<file path="config.mk">
export PLATFORM = sky130hd
export DESIGN_NAME = utf8_codepoint_decoder
export DESIGN_NICKNAME = d
export VERILOG_FILES = /design/src/rtl/core/ucd_pkg.sv /design/src/rtl/core/ucd_front.sv /design/src/rtl/core/ucd_queue.sv /design/src/rtl/core/ucd_back.sv /design/src/rtl/core/utf8_codepoint_decoder.sv
export SDC_FILE = /design/constraint.sdc
export NUM_CORES = 1
export LEC_CHECK = 0
export ABC_AREA = 1
export BUFFER_PORTS_ARGS = -buffer_cell sky130_fd_sc_hd__buf_4
export CORE_MARGIN = 2
export CORE_UTILIZATION = 40
export CTS_CLUSTER_SIZE = 14
export DETAILED_ROUTE_END_ITERATION = 16
export HOLD_SLACK_MARGIN = 0.02
export PLACE_DENSITY = 0.65
export SYNTH_ARGS = -nofsm -noshare
export SYNTH_HDL_FRONTEND = slang
export SYNTH_HIERARCHICAL = 1
export SYNTH_SLANG_ARGS = --single-unit
</file>
<file path="constraint.sdc">
create_clock -name i_clk -period 5.8 [get_ports i_clk]
set_input_delay 0.29 -clock i_clk [delete_from_list [all_inputs] [get_ports i_clk]]
set_output_delay 0.29 -clock i_clk [all_outputs]
set_load 0.01 [all_outputs]
</file>
<file path="src/rtl/core/ucd_pkg.sv">
// ----------------------------------------------------------------------------
// ucd_pkg
// Shared types and constants for the UTF-8 code point decoder.
// ----------------------------------------------------------------------------
`timescale 1ns / 1ps
`default_nettype none

package ucd_pkg;

    localparam int unsigned CP_W        = 21;
    localparam int unsigned BYTE_W      = 8;
    localparam int unsigned QUEUE_DEPTH = 2;
    localparam int unsigned QPTR_W      = (QUEUE_DEPTH > 1) ? $clog2(QUEUE_DEPTH) : 1;
    localparam int unsigned QCNT_W      = $clog2(QUEUE_DEPTH + 1);

    localparam logic [CP_W-1:0] CP_REPLACEMENT = CP_W'(8'h3F);  // '?'
    localparam logic [CP_W-1:0] CP_MAX         = CP_W'(21'h10FFFF);
    localparam logic [CP_W-1:0] CP_SURR_LO     = CP_W'(16'hD800);
    localparam logic [CP_W-1:0] CP_SURR_HI     = CP_W'(16'hDFFF);
    localparam logic [CP_W-1:0] CP_MIN_2BYTE   = CP_W'(8'h80);
    localparam logic [CP_W-1:0] CP_MIN_3BYTE   = CP_W'(12'h800);
    localparam logic [CP_W-1:0] CP_MIN_4BYTE   = CP_W'(17'h10000);

    // Sequence lengths
    localparam logic [2:0] LEN_NONE = 3'd0;
    localparam logic [2:0] LEN_2    = 3'd2;
    localparam logic [2:0] LEN_3    = 3'd3;
    localparam logic [2:0] LEN_4    = 3'd4;

    // Work for the back end: flush_cnt '?' results, then an optional final one
    typedef struct packed {
        logic [1:0]      flush_cnt;
        logic            has_final;
        logic [CP_W-1:0] final_cp;
        logic            final_repl;
        logic            final_eot;
    } t_job;

endpackage : ucd_pkg

`default_nettype wire

</file>
<file path="src/rtl/core/ucd_front.sv">
// ----------------------------------------------------------------------------
// ucd_front
// Takes text bytes, tracks the pending sequence and turns each byte that
// ends, breaks or stands outside a sequence into one job for the back end.
// ----------------------------------------------------------------------------
`timescale 1ns / 1ps
`default_nettype none

module ucd_front (
    input  wire logic                      i_clk,
    input  wire logic                      i_rst_n,
    input  wire logic                      i_valid,
    input  wire logic [ucd_pkg::BYTE_W-1:0] i_data_byte,
    output logic                           o_ready,
    input  wire logic                      i_push_ready,
    output logic                           o_push,
    output ucd_pkg::t_job                  o_job
);
    import ucd_pkg::*;

    logic [2:0]      r_exp_len, n_exp_len;
    logic [2:0]      r_rcvd,    n_rcvd;
    logic [CP_W-1:0] r_partial, n_partial;

    t_job            job;
    logic            accept;
    logic            is_cont;
    logic            do_lead;
    logic [2:0]      rcvd_inc;
    logic [CP_W-1:0] value;
    logic [CP_W-1:0] minimum;
    logic            bad;

    assign o_ready = i_push_ready;
    assign accept  = i_valid && o_ready;
    assign is_cont = (i_data_byte[7:6] == 2'b10);
    assign rcvd_inc = r_rcvd + 3'd1;
    assign value    = {r_partial[CP_W-7:0], i_data_byte[5:0]};

    always_comb begin
        unique case (r_exp_len)
            LEN_2:   minimum = CP_MIN_2BYTE;
            LEN_3:   minimum = CP_MIN_3BYTE;
            default: minimum = CP_MIN_4BYTE;
        endcase
        bad = (value < minimum) || (value > CP_MAX)
           || ((value >= CP_SURR_LO) && (value <= CP_SURR_HI));
    end

    always_comb begin
        job       = '0;
        n_exp_len = r_exp_len;
        n_rcvd    = r_rcvd;
        n_partial = r_partial;
        do_lead   = 1'b0;

        if (r_exp_len != LEN_NONE) begin
            if (is_cont) begin
                if (rcvd_inc >= r_exp_len) begin
                    job.has_final  = 1'b1;
                    job.final_cp   = bad ? CP_REPLACEMENT : value;
                    job.final_repl = bad;
                    n_exp_len      = LEN_NONE;
                    n_rcvd         = '0;
                    n_partial      = '0;
                end else begin
                    n_rcvd    = rcvd_inc;
                    n_partial = value;
                end
            end else begin
                // broken sequence: one '?' per byte taken, then re-read as lead
                job.flush_cnt = (r_rcvd > 3'd3) ? 2'd3 : r_rcvd[1:0];
                n_exp_len     = LEN_NONE;
                n_rcvd        = '0;
                n_partial     = '0;
                do_lead       = 1'b1;
            end
        end else if (is_cont) begin
            job.has_final  = 1'b1;
            job.final_cp   = CP_REPLACEMENT;
            job.final_repl = 1'b1;
        end else begin
            do_lead = 1'b1;
        end

        if (do_lead) begin
            priority if (i_data_byte == '0) begin
                job.has_final = 1'b1;
                job.final_eot = 1'b1;
            end else if (!i_data_byte[7]) begin
                job.has_final = 1'b1;
                job.final_cp  = CP_W'(i_data_byte);
            end else if (i_data_byte[7:5] == 3'b110) begin
                n_exp_len = LEN_2;
                n_rcvd    = 3'd1;
                n_partial = CP_W'(i_data_byte[4:0]);
            end else if (i_data_byte[7:4] == 4'b1110) begin
                n_exp_len = LEN_3;
                n_rcvd    = 3'd1;
                n_partial = CP_W'(i_data_byte[3:0]);
            end else if (i_data_byte[7:3] == 5'b11110) begin
                n_exp_len = LEN_4;
                n_rcvd    = 3'd1;
                n_partial = CP_W'(i_data_byte[2:0]);
            end else begin
                job.has_final  = 1'b1;
                job.final_cp   = CP_REPLACEMENT;
                job.final_repl = 1'b1;
            end
        end
    end

    // bytes that only extend a sequence need no queue slot
    assign o_push = accept && (job.has_final || (job.flush_cnt != 2'd0));
    assign o_job  = job;

    always_ff @(posedge i_clk) begin
        if (!i_rst_n) begin
            r_exp_len <= LEN_NONE;
            r_rcvd    <= '0;
            r_partial <= '0;
        end else if (accept) begin
            r_exp_len <= n_exp_len;
            r_rcvd    <= n_rcvd;
            r_partial <= n_partial;
        end
    end

`ifndef SYNTHESIS
    a_idle_clear: assert property (@(posedge i_clk) disable iff (!i_rst_n)
        (r_exp_len == LEN_NONE) |-> (r_rcvd == 3'd0 && r_partial == '0))
        else $error("idle front holds stale sequence state");

    a_pending_count: assert property (@(posedge i_clk) disable iff (!i_rst_n)
        (r_exp_len != LEN_NONE) |-> (r_rcvd != 3'd0 && r_rcvd < r_exp_len))
        else $error("received count out of range for pending sequence");

    a_flush_only_pending: assert property (@(posedge i_clk) disable iff (!i_rst_n)
        (r_exp_len == LEN_NONE) |-> (job.flush_cnt == 2'd0))
        else $error("flush requested with no sequence pending");
`endif

endmodule : ucd_front

`default_nettype wire

</file>
<file path="src/rtl/core/ucd_queue.sv">
// ----------------------------------------------------------------------------
// ucd_queue
// Short register queue of jobs between front and back end.
// ----------------------------------------------------------------------------
`timescale 1ns / 1ps
`default_nettype none

module ucd_queue (
    input  wire logic          i_clk,
    input  wire logic          i_rst_n,
    input  wire logic          i_push,
    input  wire ucd_pkg::t_job i_job,
    output logic               o_push_ready,
    output logic               o_head_valid,
    output ucd_pkg::t_job      o_head,
    input  wire logic          i_pop
);
    import ucd_pkg::*;

    t_job              r_mem [QUEUE_DEPTH];
    logic [QPTR_W-1:0] r_wr_ptr, n_wr_ptr;
    logic [QPTR_W-1:0] r_rd_ptr, n_rd_ptr;
    logic [QCNT_W-1:0] r_count,  n_count;
    logic              do_push, do_pop;

    assign o_push_ready = (r_count != QCNT_W'(QUEUE_DEPTH));
    assign o_head_valid = (r_count != '0);
    assign o_head       = r_mem[r_rd_ptr];

    assign do_push = i_push && o_push_ready;
    assign do_pop  = i_pop && o_head_valid;

    always_comb begin
        n_wr_ptr = r_wr_ptr;
        n_rd_ptr = r_rd_ptr;
        n_count  = r_count;
        if (do_push) begin
            n_wr_ptr = (r_wr_ptr == QPTR_W'(QUEUE_DEPTH - 1)) ? '0 : r_wr_ptr + 1'b1;
        end
        if (do_pop) begin
            n_rd_ptr = (r_rd_ptr == QPTR_W'(QUEUE_DEPTH - 1)) ? '0 : r_rd_ptr + 1'b1;
        end
        unique case ({do_push, do_pop})
            2'b10:   n_count = r_count + 1'b1;
            2'b01:   n_count = r_count - 1'b1;
            default: n_count = r_count;
        endcase
    end

    always_ff @(posedge i_clk) begin
        if (!i_rst_n) begin
            r_wr_ptr <= '0;
            r_rd_ptr <= '0;
            r_count  <= '0;
        end else begin
            r_wr_ptr <= n_wr_ptr;
            r_rd_ptr <= n_rd_ptr;
            r_count  <= n_count;
        end
    end

    always_ff @(posedge i_clk) begin
        if (do_push) begin
            r_mem[r_wr_ptr] <= i_job;
        end
    end

endmodule : ucd_queue

`default_nettype wire

</file>
<file path="src/rtl/core/ucd_back.sv">
// ----------------------------------------------------------------------------
// ucd_back
// Expands the job at the queue head into result items, one per cycle while
// the output is not stalled, through a registered output stage.
// ----------------------------------------------------------------------------
`timescale 1ns / 1ps
`default_nettype none

module ucd_back (
    input  wire logic                     i_clk,
    input  wire logic                     i_rst_n,
    input  wire logic                     i_head_valid,
    input  wire ucd_pkg::t_job            i_head,
    output logic                          o_pop,
    output logic                          o_valid,
    input  wire logic                     i_ready,
    output logic [ucd_pkg::CP_W-1:0]      o_code_point,
    output logic                          o_was_replaced,
    output logic                          o_end_of_text,
    output logic                          o_last_of_run
);
    import ucd_pkg::*;

    logic [1:0]      r_idx, n_idx;
    logic            r_out_valid;
    logic [CP_W-1:0] r_cp;
    logic            r_repl, r_eot, r_last;

    logic            take;
    logic            in_flush;
    logic            is_last;
    logic [CP_W-1:0] cp;
    logic            repl, eot;

    assign take     = i_head_valid && (!r_out_valid || i_ready);
    assign in_flush = (r_idx < i_head.flush_cnt);
    assign is_last  = in_flush ? ((r_idx + 2'd1 == i_head.flush_cnt) && !i_head.has_final)
                               : 1'b1;

    always_comb begin
        if (in_flush) begin
            cp   = CP_REPLACEMENT;
            repl = 1'b1;
            eot  = 1'b0;
        end else begin
            cp   = i_head.final_cp;
            repl = i_head.final_repl;
            eot  = i_head.final_eot;
        end
        n_idx = r_idx;
        if (take) begin
            n_idx = is_last ? 2'd0 : r_idx + 2'd1;
        end
    end

    assign o_pop = take && is_last;

    always_ff @(posedge i_clk) begin
        if (!i_rst_n) begin
            r_idx       <= '0;
            r_out_valid <= 1'b0;
        end else begin
            r_idx <= n_idx;
            if (take) begin
                r_out_valid <= 1'b1;
            end else if (i_ready) begin
                r_out_valid <= 1'b0;
            end
        end
    end

    always_ff @(posedge i_clk) begin
        if (take) begin
            r_cp   <= cp;
            r_repl <= repl;
            r_eot  <= eot;
            r_last <= is_last;
        end
    end

    assign o_valid        = r_out_valid;
    assign o_code_point   = r_cp;
    assign o_was_replaced = r_repl;
    assign o_end_of_text  = r_eot;
    assign o_last_of_run  = r_last;

`ifndef SYNTHESIS
    a_eot_form: assert property (@(posedge i_clk) disable iff (!i_rst_n)
        (r_out_valid && r_eot) |-> (r_last && r_cp == '0 && !r_repl))
        else $error("end marker item malformed");

    a_repl_cp: assert property (@(posedge i_clk) disable iff (!i_rst_n)
        (r_out_valid && r_repl) |-> (r_cp == CP_REPLACEMENT && !r_eot))
        else $error("replaced item without replacement code point");

    a_idx_bound: assert property (@(posedge i_clk) disable iff (!i_rst_n)
        i_head_valid |-> (r_idx <= i_head.flush_cnt))
        else $error("result index ran past flush count");

    a_idx_idle: assert property (@(posedge i_clk) disable iff (!i_rst_n)
        !i_head_valid |-> (r_idx == 2'd0))
        else $error("result index not cleared with empty queue");
`endif

endmodule : ucd_back

`default_nettype wire

</file>
<file path="src/rtl/core/utf8_codepoint_decoder.sv">
// ----------------------------------------------------------------------------
// utf8_codepoint_decoder
// UTF-8 byte stream to Unicode code point decoder with malformed-input
// replacement and end-of-text marker.
// ----------------------------------------------------------------------------
// One text byte is taken per cycle while the job queue has room. Bytes that
// complete or break a sequence produce between one and four items, and
// the input side keeps taking bytes while the output side works through
// them, until the two-entry job queue fills. Continuation bytes that only
// extend a sequence produce nothing and never use the queue. A byte's job
// is written into the queue when the byte is taken; the result sequencer
// then loads each of its items into the output register whenever that
// register is free or being read. Malformed input comes out as '?' with
// o_was_replaced set; a zero byte flushes any pending sequence and ends
// with an item carrying o_end_of_text. o_last_of_run marks the final item
// of each byte.
`timescale 1ns / 1ps
`default_nettype none

module utf8_codepoint_decoder (
    input  wire logic                      i_clk,
    input  wire logic                      i_rst_n,
    input  wire logic                      i_valid,
    output logic                           o_ready,
    input  wire logic [ucd_pkg::BYTE_W-1:0] i_data_byte,
    output logic                           o_valid,
    input  wire logic                      i_ready,
    output logic [ucd_pkg::CP_W-1:0]       o_code_point,
    output logic                           o_was_replaced,
    output logic                           o_end_of_text,
    output logic                           o_last_of_run
);
    import ucd_pkg::*;

    t_job push_job;
    t_job head_job;
    logic push, push_ready;
    logic head_valid, pop;

    ucd_front u_front (
        .i_clk        (i_clk),
        .i_rst_n      (i_rst_n),
        .i_valid      (i_valid),
        .i_data_byte  (i_data_byte),
        .o_ready      (o_ready),
        .i_push_ready (push_ready),
        .o_push       (push),
        .o_job        (push_job)
    );

    ucd_queue u_queue (
        .i_clk        (i_clk),
        .i_rst_n      (i_rst_n),
        .i_push       (push),
        .i_job        (push_job),
        .o_push_ready (push_ready),
        .o_head_valid (head_valid),
        .o_head       (head_job),
        .i_pop        (pop)
    );

    ucd_back u_back (
        .i_clk          (i_clk),
        .i_rst_n        (i_rst_n),
        .i_head_valid   (head_valid),
        .i_head         (head_job),
        .o_pop          (pop),
        .o_valid        (o_valid),
        .i_ready        (i_ready),
        .o_code_point   (o_code_point),
        .o_was_replaced (o_was_replaced),
        .o_end_of_text  (o_end_of_text),
        .o_last_of_run  (o_last_of_run)
    );

endmodule : utf8_codepoint_decoder

`default_nettype wire
</file>
==> results of run 1 <==
sequential cells by signal, indices dropped and copies added, names as in the netlist, named ones only:
signal	count
u_queue/r_mem	52
u_back/o_code_point	21
u_front/r_partial	15
u_front/r_exp_len	3
u_front/r_rcvd	3
u_back/r_idx	2
u_queue/r_count	2
u_back/o_end_of_text	1
u_back/o_last_of_run	1
u_back/o_valid	1
u_back/o_was_replaced	1
u_queue/r_rd_ptr	1
u_queue/r_wr_ptr	1
per-layer routing:
metal	vias to the layer above	global-route usage	routed length, um
met2	63	0.223	4140
met3	12	0.0211	325
met5	-	0	0
li1	1636	-	-
met4	0	0.0578	140
met1	1501	0.187	4250
metrics by stage:
| step | setup WS, ns | std cells |
|---|---|---|
| 6_report | 2.70 | 682 |
| 4_1_cts | 2.64 | 682 |
| 3_5_place_dp | 2.68 | 666 |
| 2_1_floorplan | 2.47 | 468 |
| 5_1_grt | 2.42 | 682 |
| 3_3_place_gp | 2.76 | 666 |
cells in the mapped netlist:
| cell | instances | area share |
|---|---|---|
| dfxtp_1 | 29 | 0.12 |
| clkbuf_1 | 1 | 0.00076 |
| nand4_2 | 1 | 0.0025 |
| o21ai_2 | 1 | 0.0018 |
| o22ai_1 | 1 | 0.0013 |
| o21ai_4 | 2 | 0.0066 |
| o21a_1 | 1 | 0.0015 |
| a21oi_1 | 29 | 0.029 |
| a21oi_2 | 5 | 0.0088 |
| inv_1 | 50 | 0.038 |
| nor2_1 | 75 | 0.057 |
| nor3_2 | 1 | 0.0020 |
| or2_2 | 8 | 0.010 |
| nand4_1 | 4 | 0.0051 |
| clkinv_1 | 1 | 0.00076 |
| nor3b_1 | 3 | 0.0045 |
| nor2_2 | 5 | 0.0063 |
| ha_1 | 9 | 0.023 |
| nor3_1 | 6 | 0.0061 |
| nand2_2 | 19 | 0.024 |
| a21oi_4 | 1 | 0.0033 |
| nand3_1 | 13 | 0.013 |
| inv_2 | 8 | 0.0061 |
| buf_6 | 2 | 0.0045 |
| buf_2 | 4 | 0.0040 |
| or2_0 | 1 | 0.0013 |
| nand3_2 | 4 | 0.0081 |
| buf_4 | 1 | 0.0015 |
| o21ai_0 | 7 | 0.0071 |
| nand2_1 | 65 | 0.049 |
| buf_12 | 2 | 0.0081 |
| o211ai_1 | 1 | 0.0015 |
| xor2_1 | 2 | 0.0035 |
| edfxtp_1 | 76 | 0.46 |
| nand2_4 | 2 | 0.0045 |
| a31oi_1 | 1 | 0.0013 |
| a21boi_0 | 1 | 0.0015 |
| mux2_4 | 20 | 0.061 |
| mux2_2 | 6 | 0.014 |
critical path: cells and delay by family, from the launching register on:
family          cells  cell delay, ns
buf+inv             4            0.63
compound gates      2            0.61
fa+ha+maj           2            0.58
simple gates        6            0.49
mux                 1            0.42
flops               1            0.31
power by group through the flow:
stage	logic (mW)	clock network, mW	registers (mW)
floorplan	0.257	0	0.994
global placement	0.391	0	0.970
detailed placement	0.399	0	0.975
CTS	0.401	0.580	0.958
global route	0.439	0.610	0.965
finish	0.395	0.568	0.957
layout make-up:
type	count	area, sq um
well taps	168	210
flip-flops and latches	105	2860
clock inverters	7	55.1
clock buffers	9	225
inverters	59	221
fillers	1116	6410
multi-input cells	294	1780
repair buffers	40	300
how the worst min path moves through the flow:
stage,start,to,slack [ns]
2_1_floorplan,i_rst_n,u_queue/r_wr_ptr,0.41
3_3_place_gp,u_front/r_partial[13],u_front/r_partial[13],0.46
3_5_place_dp,u_front/r_partial[13],u_front/r_partial[13],0.47
4_1_cts,i_data_byte[2],u_front/r_partial[2],0.23
5_1_grt,i_ready,u_back/o_valid,0.23
6_report,i_ready,u_back/o_valid,0.23
cells in the final DEF, fill, tap and decap left out, types with 13 or more instances in the layout:
cell type  netlist  final
mux2_4          20     20
a21oi_1         29     29
nor2_1          75     74
nand3_1         13     13
dfxtp_1         29     29
nand2_2         19     19
nand2_1         65     65
inv_1           50     50
buf_4            1     40
edfxtp_1        76     76
logic make-up (layout without fill, tap and decap cells):
group                    after synthesis  in the layout  synth area share
XOR/XNOR                               2              2           0.00354
multiplexers                          26             26            0.0743
AO/OA/AOI/OAI                         50             50            0.0639
flip-flops                           105            105             0.578
buffers and inverters                 69            115            0.0637
AND/OR/NAND/NOR                      207            207             0.194
adder cells (fa/ha/maj)                9              9            0.0227
==> flow_metrics.env, run 1 <==
export IMPL_status="completed"
export IMPL_drtIter0Drc=263
export IMPL_die_y_um=115
export IMPL_r2r_cells=15
export IMPL_syn_nets=489
export IMPL_finalSetupTns_ns=0
export IMPL_worstPathRequired_ns=6.08
export IMPL_yosysWarnings=6
export IMPL_wl_per_cell_um=13.0
export IMPL_fin_crit_sh=0.535
export IMPL_core_area_sq_um=12100
export IMPL_path_clk_slew_ns=0.07
export IMPL_post_route_util=0.469
export IMPL_switching_share=0.277
export IMPL_r2r_slack_ns=2.70
export IMPL_clkLatencyLatePin_ns=0.34
export IMPL_worstReg2RegEnd="u_queue/r_count[1]"
export IMPL_route_vias_total=3212
export IMPL_drc=0
export IMPL_gp_congestion=0.807
export IMPL_critPathMaxFanout=26
export IMPL_die_w_um=115
export IMPL_hold_violations=0
export IMPL_cts_root_buf="clkbuf_16"
export IMPL_ys_seq_area_frac=0.578
export IMPL_hold_path_class="in -> reg"
export IMPL_tightestPinTransition_ns=0.930
export IMPL_p_seq_frac=0.499
export IMPL_cts_tree="done"
export IMPL_grt_pass1_wl_um=14500
export IMPL_slew_limit_headroom=0.380
export IMPL_cpMaxStageDelayCell="a21oi_4"
export IMPL_rsz0062_at_grt="no"
export IMPL_setup_viol=0
export IMPL_crit_path_end_kind="flip-flop"
export IMPL_cts_sinks=105
export IMPL_fmax_mhz=322
export IMPL_start_util=0.411
export IMPL_crit_arrival_ns=3.38
export IMPL_max_stage_delay_ns=0.49
export IMPL_drive_gt1_frac=0.272
export IMPL_leakage_nw=2.19
export IMPL_post_cts_setup_buffers=0
export IMPL_syn_area_sq_um=4950
export IMPL_dpl_hpwl_um=6310
export IMPL_postSynthAreaPerCell_sq_um=10.6
export IMPL_internal_power_mw=1.39
export IMPL_numCtsBuffers=9
export IMPL_combPwrFrac=0.206
export IMPL_p_sw_uw=532
export IMPL_power_density_nw_per_um2=340
export IMPL_netlist_instances=468
export IMPL_crit_type="reg -> reg"
export IMPL_htree_levels=3
export IMPL_dpl_cell_area_sq_um=5370
export IMPL_period_needed_ns=3.10
export IMPL_whs_ns=0.233
export IMPL_finClkSkew_ns=0.00703
export IMPL_grt_total_usage=0.138
export IMPL_cts_resized=0
export IMPL_hold_depth=4
export IMPL_yosysUniqueCellTypes=39
export IMPL_cts_path_max_buffers=2
export IMPL_cap_violations=0
export IMPL_slew_violations=0
export IMPL_grt_overflow=0
export IMPL_die_area_sq_um=13300
export IMPL_grt_max_degree=28
export IMPL_area_growth_pct=14.1
export IMPL_ir_drop_uv=153
export IMPL_first_pass_iters=4
export IMPL_power_mw=1.92
export IMPL_drtAntennaViolNets=0
export IMPL_placementRows=40
export IMPL_critPathCapture="u_queue/r_count[1]"
export IMPL_clockPowerShare=0.296
export IMPL_ys_ff_latch=105
export IMPL_crit_chain="buf_4 -> mux2_2 -> inv_1 -> ha_1 -> a21oi_4 -> nand2_2 -> nand2_2 -> inv_1 -> o21a_1 -> ha_1 -> inv_1 -> nand2_1 -> nor2_1 -> nor2_1 -> nor2_1"
export IMPL_startpoint_type="flip-flop"
export IMPL_antenna_found_initial=0
export IMPL_routed_wl_um=8860
export IMPL_postCtsHoldBufs=0
export IMPL_final_cell_area_sq_um=5650
export IMPL_port_buffers=37
export IMPL_vias_per_cell=4.71
export IMPL_io_pins=38
export IMPL_n_antenna_cell=0
export IMPL_grt_pass1_vias=3120
export IMPL_final_nets=530
No activity file was read; power rests on OpenSTA's default activity.
==> inputs of run 2 (changes only) <==
ABC_AREA = 0   (was 1)
clock period = 3.25 ns   (was 5.8 ns; I/O delays follow)
==> run 2 against run 1 <==
Effect of this change:
- total power is 95% higher
- core utilization is 0.42 points lower
- final area down 2.5%
- critical path depth decreased by 3
- largest power group unchanged
- highest routed layer unchanged
==> flow_metrics.env, run 2 <==
export IMPL_drtIter0Drc=192
export IMPL_grt_max_degree=37
export IMPL_routed_wl_um=8950
export IMPL_ys_top_cells_by_area="edfxtp_1 (47%), dfxtp_1 (12%), mux2_2 (6.1%)"
export IMPL_worstPathRequired_ns=3.53
export IMPL_top_register="u_queue/r_mem"
export IMPL_drive_gt1_frac=0.217
export IMPL_crit_path_end_kind="flip-flop"
export IMPL_syn_area_sq_um=4810
export IMPL_clockPowerShare=0.259
export IMPL_internal_power_mw=2.70
export IMPL_yosysUniqueCellTypes=56
export IMPL_ir_drop_uv=236
export IMPL_critical_path_top_delay_family="simple AND/OR/NAND/NOR gates"
export IMPL_drtAntennaViolNets=0
export IMPL_synth_top_area_cell="edfxtp_1"
export IMPL_ys_seq_area_frac=0.596
export IMPL_setup_viol=0
export IMPL_cts_root_buf="clkbuf_16"
export IMPL_cpMaxStageDelayCell="dfxtp_1"
export IMPL_finalSetupTns_ns=0
export IMPL_max_stage_delay_ns=0.36
export IMPL_start_util=0.405
export IMPL_wl_per_cell_um=15.4
export IMPL_first_pass_iters=4
export IMPL_cts_path_max_buffers=2
export IMPL_die_y_um=114
export IMPL_gp_congestion=0.839
export IMPL_slew_limit_headroom=0.374
export IMPL_yosysWarnings=6
export IMPL_power_density_nw_per_um2=680
export IMPL_finClkSkew_ns=0.0101
export IMPL_die_w_um=114
export IMPL_p_sw_mw=1.05
export IMPL_timing_final_ws_setup_ns=0.293
export IMPL_whs_ns=0.124
export IMPL_synth_main_ff_cell="edfxtp_1"
export IMPL_n_antenna_cell=0
export IMPL_fin_crit_sh=0.910
export IMPL_post_route_util=0.464
export IMPL_path_clk_slew_ns=0.07
export IMPL_final_nets=450
export IMPL_netlist_instances=394
export IMPL_postSynthAreaPerCell_sq_um=12.2
export IMPL_fmax_mhz=338
export IMPL_rsz0062_at_grt="no"
export IMPL_grt_overflow=0
export IMPL_grt_pass1_wl_um=14700
export IMPL_cts_tree="done"
export IMPL_grt_total_usage=0.146
export IMPL_cts_sinks=105
export IMPL_crit_arrival_ns=3.23
export IMPL_placementRows=40
export IMPL_ys_ff_latch=105
export IMPL_numCtsBuffers=9
export IMPL_dpl_hpwl_um=6110
export IMPL_cap_violations=0
export IMPL_syn_nets=415
export IMPL_largest_reg_flops=52
export IMPL_grt_pass1_vias=2954
export IMPL_layout_common_cells="edfxtp_1 (76), buf_4 (42), dfxtp_1 (29)"
export IMPL_crit_path_frequent_cell="ha_1"
export IMPL_pre_cts_slack_ns=0.211
export IMPL_vias_per_cell=5.36
export IMPL_path_buf_inv=0
export IMPL_post_cts_setup_buffers=0
export IMPL_leakage_nw=1.97
export IMPL_port_buffers=37
export IMPL_route_vias_total=3116
export IMPL_tightestPinTransition_ns=0.939
export IMPL_crit_chain="ha_1 -> nor2b_1 -> or2_2 -> ha_1 -> nand2_1 -> o211a_1 -> a21boi_1 -> o21ba_2 -> nand2_1 -> ha_1 -> or3_1 -> a21boi_1"
export IMPL_cts_resized=0
export IMPL_crit_type="reg -> reg"
export IMPL_yosysMostFrequentCell="edfxtp_1"
export IMPL_critPathMaxFanout=6
export IMPL_period_needed_ns=2.96
export IMPL_die_area_sq_um=12900
export IMPL_p_seq_frac=0.490
export IMPL_combPwrFrac=0.251
export IMPL_hold_violations=0
export IMPL_synth_edf_count=76
export IMPL_yosys_top_cells_count="edfxtp_1 (76), dfxtp_1 (29), mux2_2 (26), nand2_1 (26), nor2b_1 (24)"
export IMPL_status="completed"
export IMPL_hold_path_class="in -> reg"
export IMPL_layout_commonest_cell="edfxtp_1"
export IMPL_area_growth_pct=14.6
export IMPL_async_reset_ff_frac=0
export IMPL_io_pins=38
export IMPL_switching_share=0.279
export IMPL_synth_top_area_frac=0.475
export IMPL_slew_violations=0
export IMPL_startpoint_type="flip-flop"
export IMPL_core_area_sq_um=11900
export IMPL_postCtsHoldBufs=0
export IMPL_clkLatencyLatePin_ns=0.35
export IMPL_drc=0
export IMPL_antenna_found_initial=0
export IMPL_htree_levels=3
[run 2: tightest hold or removal path, cell delays in order]
cell and delay, ns:
buf_4 0.13, nand2_1 0.06, o22ai_1 0.07
[run 2: cell families after synthesis]
logic type                 count (synthesis)  synth area share
AOI/OAI and AO/OA                         68             0.103
buffers and inverters                     30            0.0292
muxes                                     27            0.0630
xor gates and xnor gates                   4           0.00729
and+or+nand+nor                          151             0.179
adders and majority gates                  9            0.0234
DFF                                      105             0.596
[run 2: metal layers]
layer / part of all wire / track usage / up-vias
met5: 0 / 0 / -
met4: 0.019 / 0.0715 / 0
met3: 0.047 / 0.0228 / 13
met2: 0.45 / 0.226 / 75
met1: 0.48 / 0.201 / 1479
li1: - / - / 1549
[run 2: layout make-up]
cell class	instances	area, sq um
Timing Repair Buffer	44	355
Tap cell	147	184
Clock inverter	6	35.0
Inverter	10	37.5
Clock buffer	10	229
Multi-Input combinational cell	259	1800
Fill cell	1069	6350
Sequential cell	105	2860
[run 2: final timing paths]
path / startpoint / end / slack [ns] / depth (start not counted)
setup reg to reg: u_front/r_rcvd[0] / u_queue/r_count[1] / 0.29 / 12
hold reg to reg: u_front/r_partial[0] / u_front/r_partial[0] / 0.49 / 2
setup / recovery: u_front/r_rcvd[0] / u_queue/r_count[1] / 0.29 / 12
hold / removal: i_data_byte[2] / u_front/r_partial[2] / 0.12 / 3
[run 2: through the flow]
stage / power [mW] / instances / cell area [sq um]
after detailed placement: 2.82 / 565 / 5240
after floorplan: 2.47 / 394 / 4810
after global placement: 2.79 / 565 / 5240
after CTS: 3.79 / 581 / 5510
final: 3.74 / 581 / 5510
after global routing: 3.94 / 581 / 5510
[run 2: power groups by stage]
stage / Sequential (mW) / Clock [mW] / Combinational, mW
floorplan: 1.93 / 0 / 0.549
detailed placement: 1.87 / 0 / 0.952
CTS: 1.84 / 0.995 / 0.955
finish: 1.84 / 0.969 / 0.939
global placement: 1.86 / 0 / 0.931
global route: 1.86 / 1.04 / 1.03
==> inputs of run 3 (changes only) <==
SYNTH_HIERARCHICAL = unset   (was 1)
==> run 3 against run 2 <==
Effect of this change:
- first-iteration DRC count up 49%
- critical path type unchanged
- critical endpoint is now u_queue.r_count[1]
- sequential power up 4%
- wire length is 3.4% lower
- via count shrank 6.8%
- cell count fell by 4.6%
- synthesized cell count is 7.9% lower
- sequential cell count unchanged
- clock skew grew 0.0035 ns
- clock-buffer cell count increased by 3
- core utilization up 0.96 points
==> flow_metrics.env, run 3 <==
export IMPL_die_area_sq_um=12000
export IMPL_core_area_sq_um=10800
export IMPL_placementRows=38
export IMPL_syn_area_sq_um=4450
export IMPL_wl_per_cell_um=15.6
export IMPL_layout_common_cells="edfxtp_1 (76), nor2_1 (49), buf_4 (45)"
export IMPL_rsz0062_at_grt="no"
export IMPL_max_stage_delay_ns=0.39
export IMPL_critical_path_top_delay_family="adder cells"
export IMPL_setup_viol=0
export IMPL_synth_edf_count=76
export IMPL_status="completed"
export IMPL_ys_seq_area_frac=0.643
export IMPL_post_cts_setup_buffers=0
export IMPL_routed_wl_um=8640
export IMPL_crit_arrival_ns=3.02
export IMPL_grt_pass1_vias=2780
export IMPL_grt_overflow=0
export IMPL_clockPowerShare=0.197
export IMPL_drc=0
export IMPL_wl_met1_um=3950
export IMPL_topRoutingLayerUsed="met4"
export IMPL_post_route_util=0.474
export IMPL_p_seq_frac=0.506
export IMPL_yosysMostFrequentCell="edfxtp_1"
export IMPL_fin_crit_sh=0.843
export IMPL_final_nets=431
export IMPL_route_met3_wl_um=385
export IMPL_path_buf_inv=1
export IMPL_finClkSkew_ns=0.0136
export IMPL_drtIter0Drc=286
export IMPL_power_mw=3.80
export IMPL_combPwrFrac=0.297
export IMPL_fin_cells=554
export IMPL_leakage_nw=1.87
export IMPL_clkLatencyLatePin_ns=0.36
export IMPL_n_antenna_cell=0
export IMPL_slew_limit_headroom=0.332
export IMPL_startpoint_type="flip-flop"
export IMPL_start_util=0.411
export IMPL_gp_congestion=0.900
export IMPL_crit_chain="ha_1 -> ha_1 -> inv_1 -> ha_1 -> nand2_1 -> o21ai_1 -> o21ai_0 -> a21o_1 -> ha_1 -> or3_1 -> a21oi_1"
export IMPL_synth_main_ff_cell="edfxtp_1"
export IMPL_cts_tree="done"
export IMPL_top_register="u_queue.r_mem"
export IMPL_period_needed_ns=2.74
export IMPL_synth_top_area_frac=0.513
export IMPL_dp_cells=538
export IMPL_hold_violations=0
export IMPL_drive_gt1_frac=0.162
export IMPL_io_pins=38
export IMPL_antenna_found_initial=0
export IMPL_grt_max_degree=28
export IMPL_path_clk_slew_ns=0.10
export IMPL_tightestPinTransition_ns=1.00
export IMPL_grt_pass1_wl_um=13900
export IMPL_worstPathRequired_ns=3.53
export IMPL_cpMaxStageDelayCell="dfxtp_1"
export IMPL_layout_commonest_cell="edfxtp_1"
export IMPL_port_buffers=37
export IMPL_fmax_mhz=365
export IMPL_ys_ff_latch=105
export IMPL_die_w_um=110
export IMPL_die_y_um=110
export IMPL_cap_violations=0
export IMPL_synth_top_area_cell="edfxtp_1"
export IMPL_internal_power_mw=2.62
export IMPL_netlist_instances=363
export IMPL_crit_path_end_kind="flip-flop"
export IMPL_crit_type="reg -> reg"
export IMPL_ir_drop_uv=319
export IMPL_postCtsHoldBufs=0
export IMPL_largest_reg_flops=52
export IMPL_area_growth_pct=15.4
export IMPL_cts_sinks=105
export IMPL_syn_nets=385
export IMPL_hold_path_class="in -> reg"
export IMPL_switching_share=0.311
export IMPL_cts_path_max_buffers=2
export IMPL_numCtsBuffers=9
export IMPL_grt_total_usage=0.153
export IMPL_dpl_hpwl_um=6040
export IMPL_power_density_nw_per_um2=740
export IMPL_slew_violations=0
export IMPL_yosysWarnings=0
export IMPL_cts_resized=0
export IMPL_drtAntennaViolNets=0
export IMPL_p_sw_mw=1.18
export IMPL_critPathMaxFanout=6
export IMPL_finalSetupTns_ns=0
export IMPL_crit_path_frequent_cell="ha_1"
export IMPL_route_vias_total=2903
export IMPL_vias_per_cell=5.24
export IMPL_yosys_top_cells_count="edfxtp_1 (76), nor2_1 (51), dfxtp_1 (29)"
export IMPL_postSynthAreaPerCell_sq_um=12.3
export IMPL_nFillCells=992
export IMPL_whs_ns=0.0429
export IMPL_first_pass_iters=4
export IMPL_ys_top_cells_by_area="edfxtp_1 (51%), dfxtp_1 (13%), mux2i_1 (5.6%)"
export IMPL_yosysUniqueCellTypes=49
export IMPL_wl_met2_um=4150
export IMPL_htree_levels=3
export IMPL_cts_root_buf="clkbuf_8"
export IMPL_async_reset_ff_frac=0
-- run 3: changes by cell type after synthesis, moves of 7 or more --
cell      previous run  this run
mux2i_1              1        25
mux2_2              26         1
nor2_1              18        51
and4_1              10         0
a22oi_1              2        14
or2_1                7         0
nor2b_1             24         6
a21boi_0            15         1
nand3_1             18         0
and2_1               2        14
-- run 3: cell type report --
| cell class | count | area, sq um | area share |
|---|---|---|---|
| tap | 140 | 175 | 0.0341 |
| multi-input combinational | 230 | 1490 | 0.289 |
| timing repair buffer | 47 | 378 | 0.0736 |
| inverter | 16 | 60.1 | 0.0117 |
| sequential | 105 | 2860 | 0.557 |
| clock inverter | 3 | 16.3 | 0.00317 |
| clock buffer | 13 | 160 | 0.0312 |
-- run 3: cell families (layout without fill, tap and decap cells) --
family                   after synthesis  after routing  synth area share
buffers and inverters                 28             79            0.0247
AO/OA/AOI/OAI                         66             66             0.100
flip-flops                           105            105             0.643
adder cells (fa/ha/maj)               10             10            0.0281
multiplexers                          26             26            0.0587
XOR/XNOR                               4              4           0.00787
AND/OR/NAND/NOR                      124            124             0.137
-- run 3: final timing paths --
kind	cells after the start	endpoint	from	slack (ns)
min	2	u_front.r_partial[1]	i_data_byte[1]	0.04
max reg2reg	11	u_queue.r_count[1]	u_front.r_rcvd[0]	0.51
max	11	u_queue.r_count[1]	u_front.r_rcvd[0]	0.51
min reg2reg	2	u_queue.r_wr_ptr	u_queue.r_wr_ptr	0.49
-- run 3: through the flow --
step / setup slack [ns] / area, sq um
floorplan: -0.129 / 4450
global placement: 0.653 / 4960
detailed placement: 0.575 / 4960
CTS: 0.528 / 5140
global route: 0.370 / 5140
finish: 0.509 / 5140
-- run 3: routing by layer --
layer | global-route usage | vias to the layer above
met2 | 0.247 | 86
met1 | 0.200 | 1380
li1 | - | 1427
met5 | 0 | -
met4 | 0.0624 | 0
met3 | 0.0338 | 10
-- run 3: power groups by stage --
| stage | Combinational [mW] | Sequential, mW | Clock (mW) |
|---|---|---|---|
| finish | 1.13 | 1.92 | 0.749 |
| global route | 1.25 | 1.95 | 0.833 |
| CTS | 1.15 | 1.93 | 0.767 |
| detailed placement | 1.15 | 1.96 | 0 |
| global placement | 1.13 | 1.94 | 0 |
| floorplan | 0.627 | 2.02 | 0 |
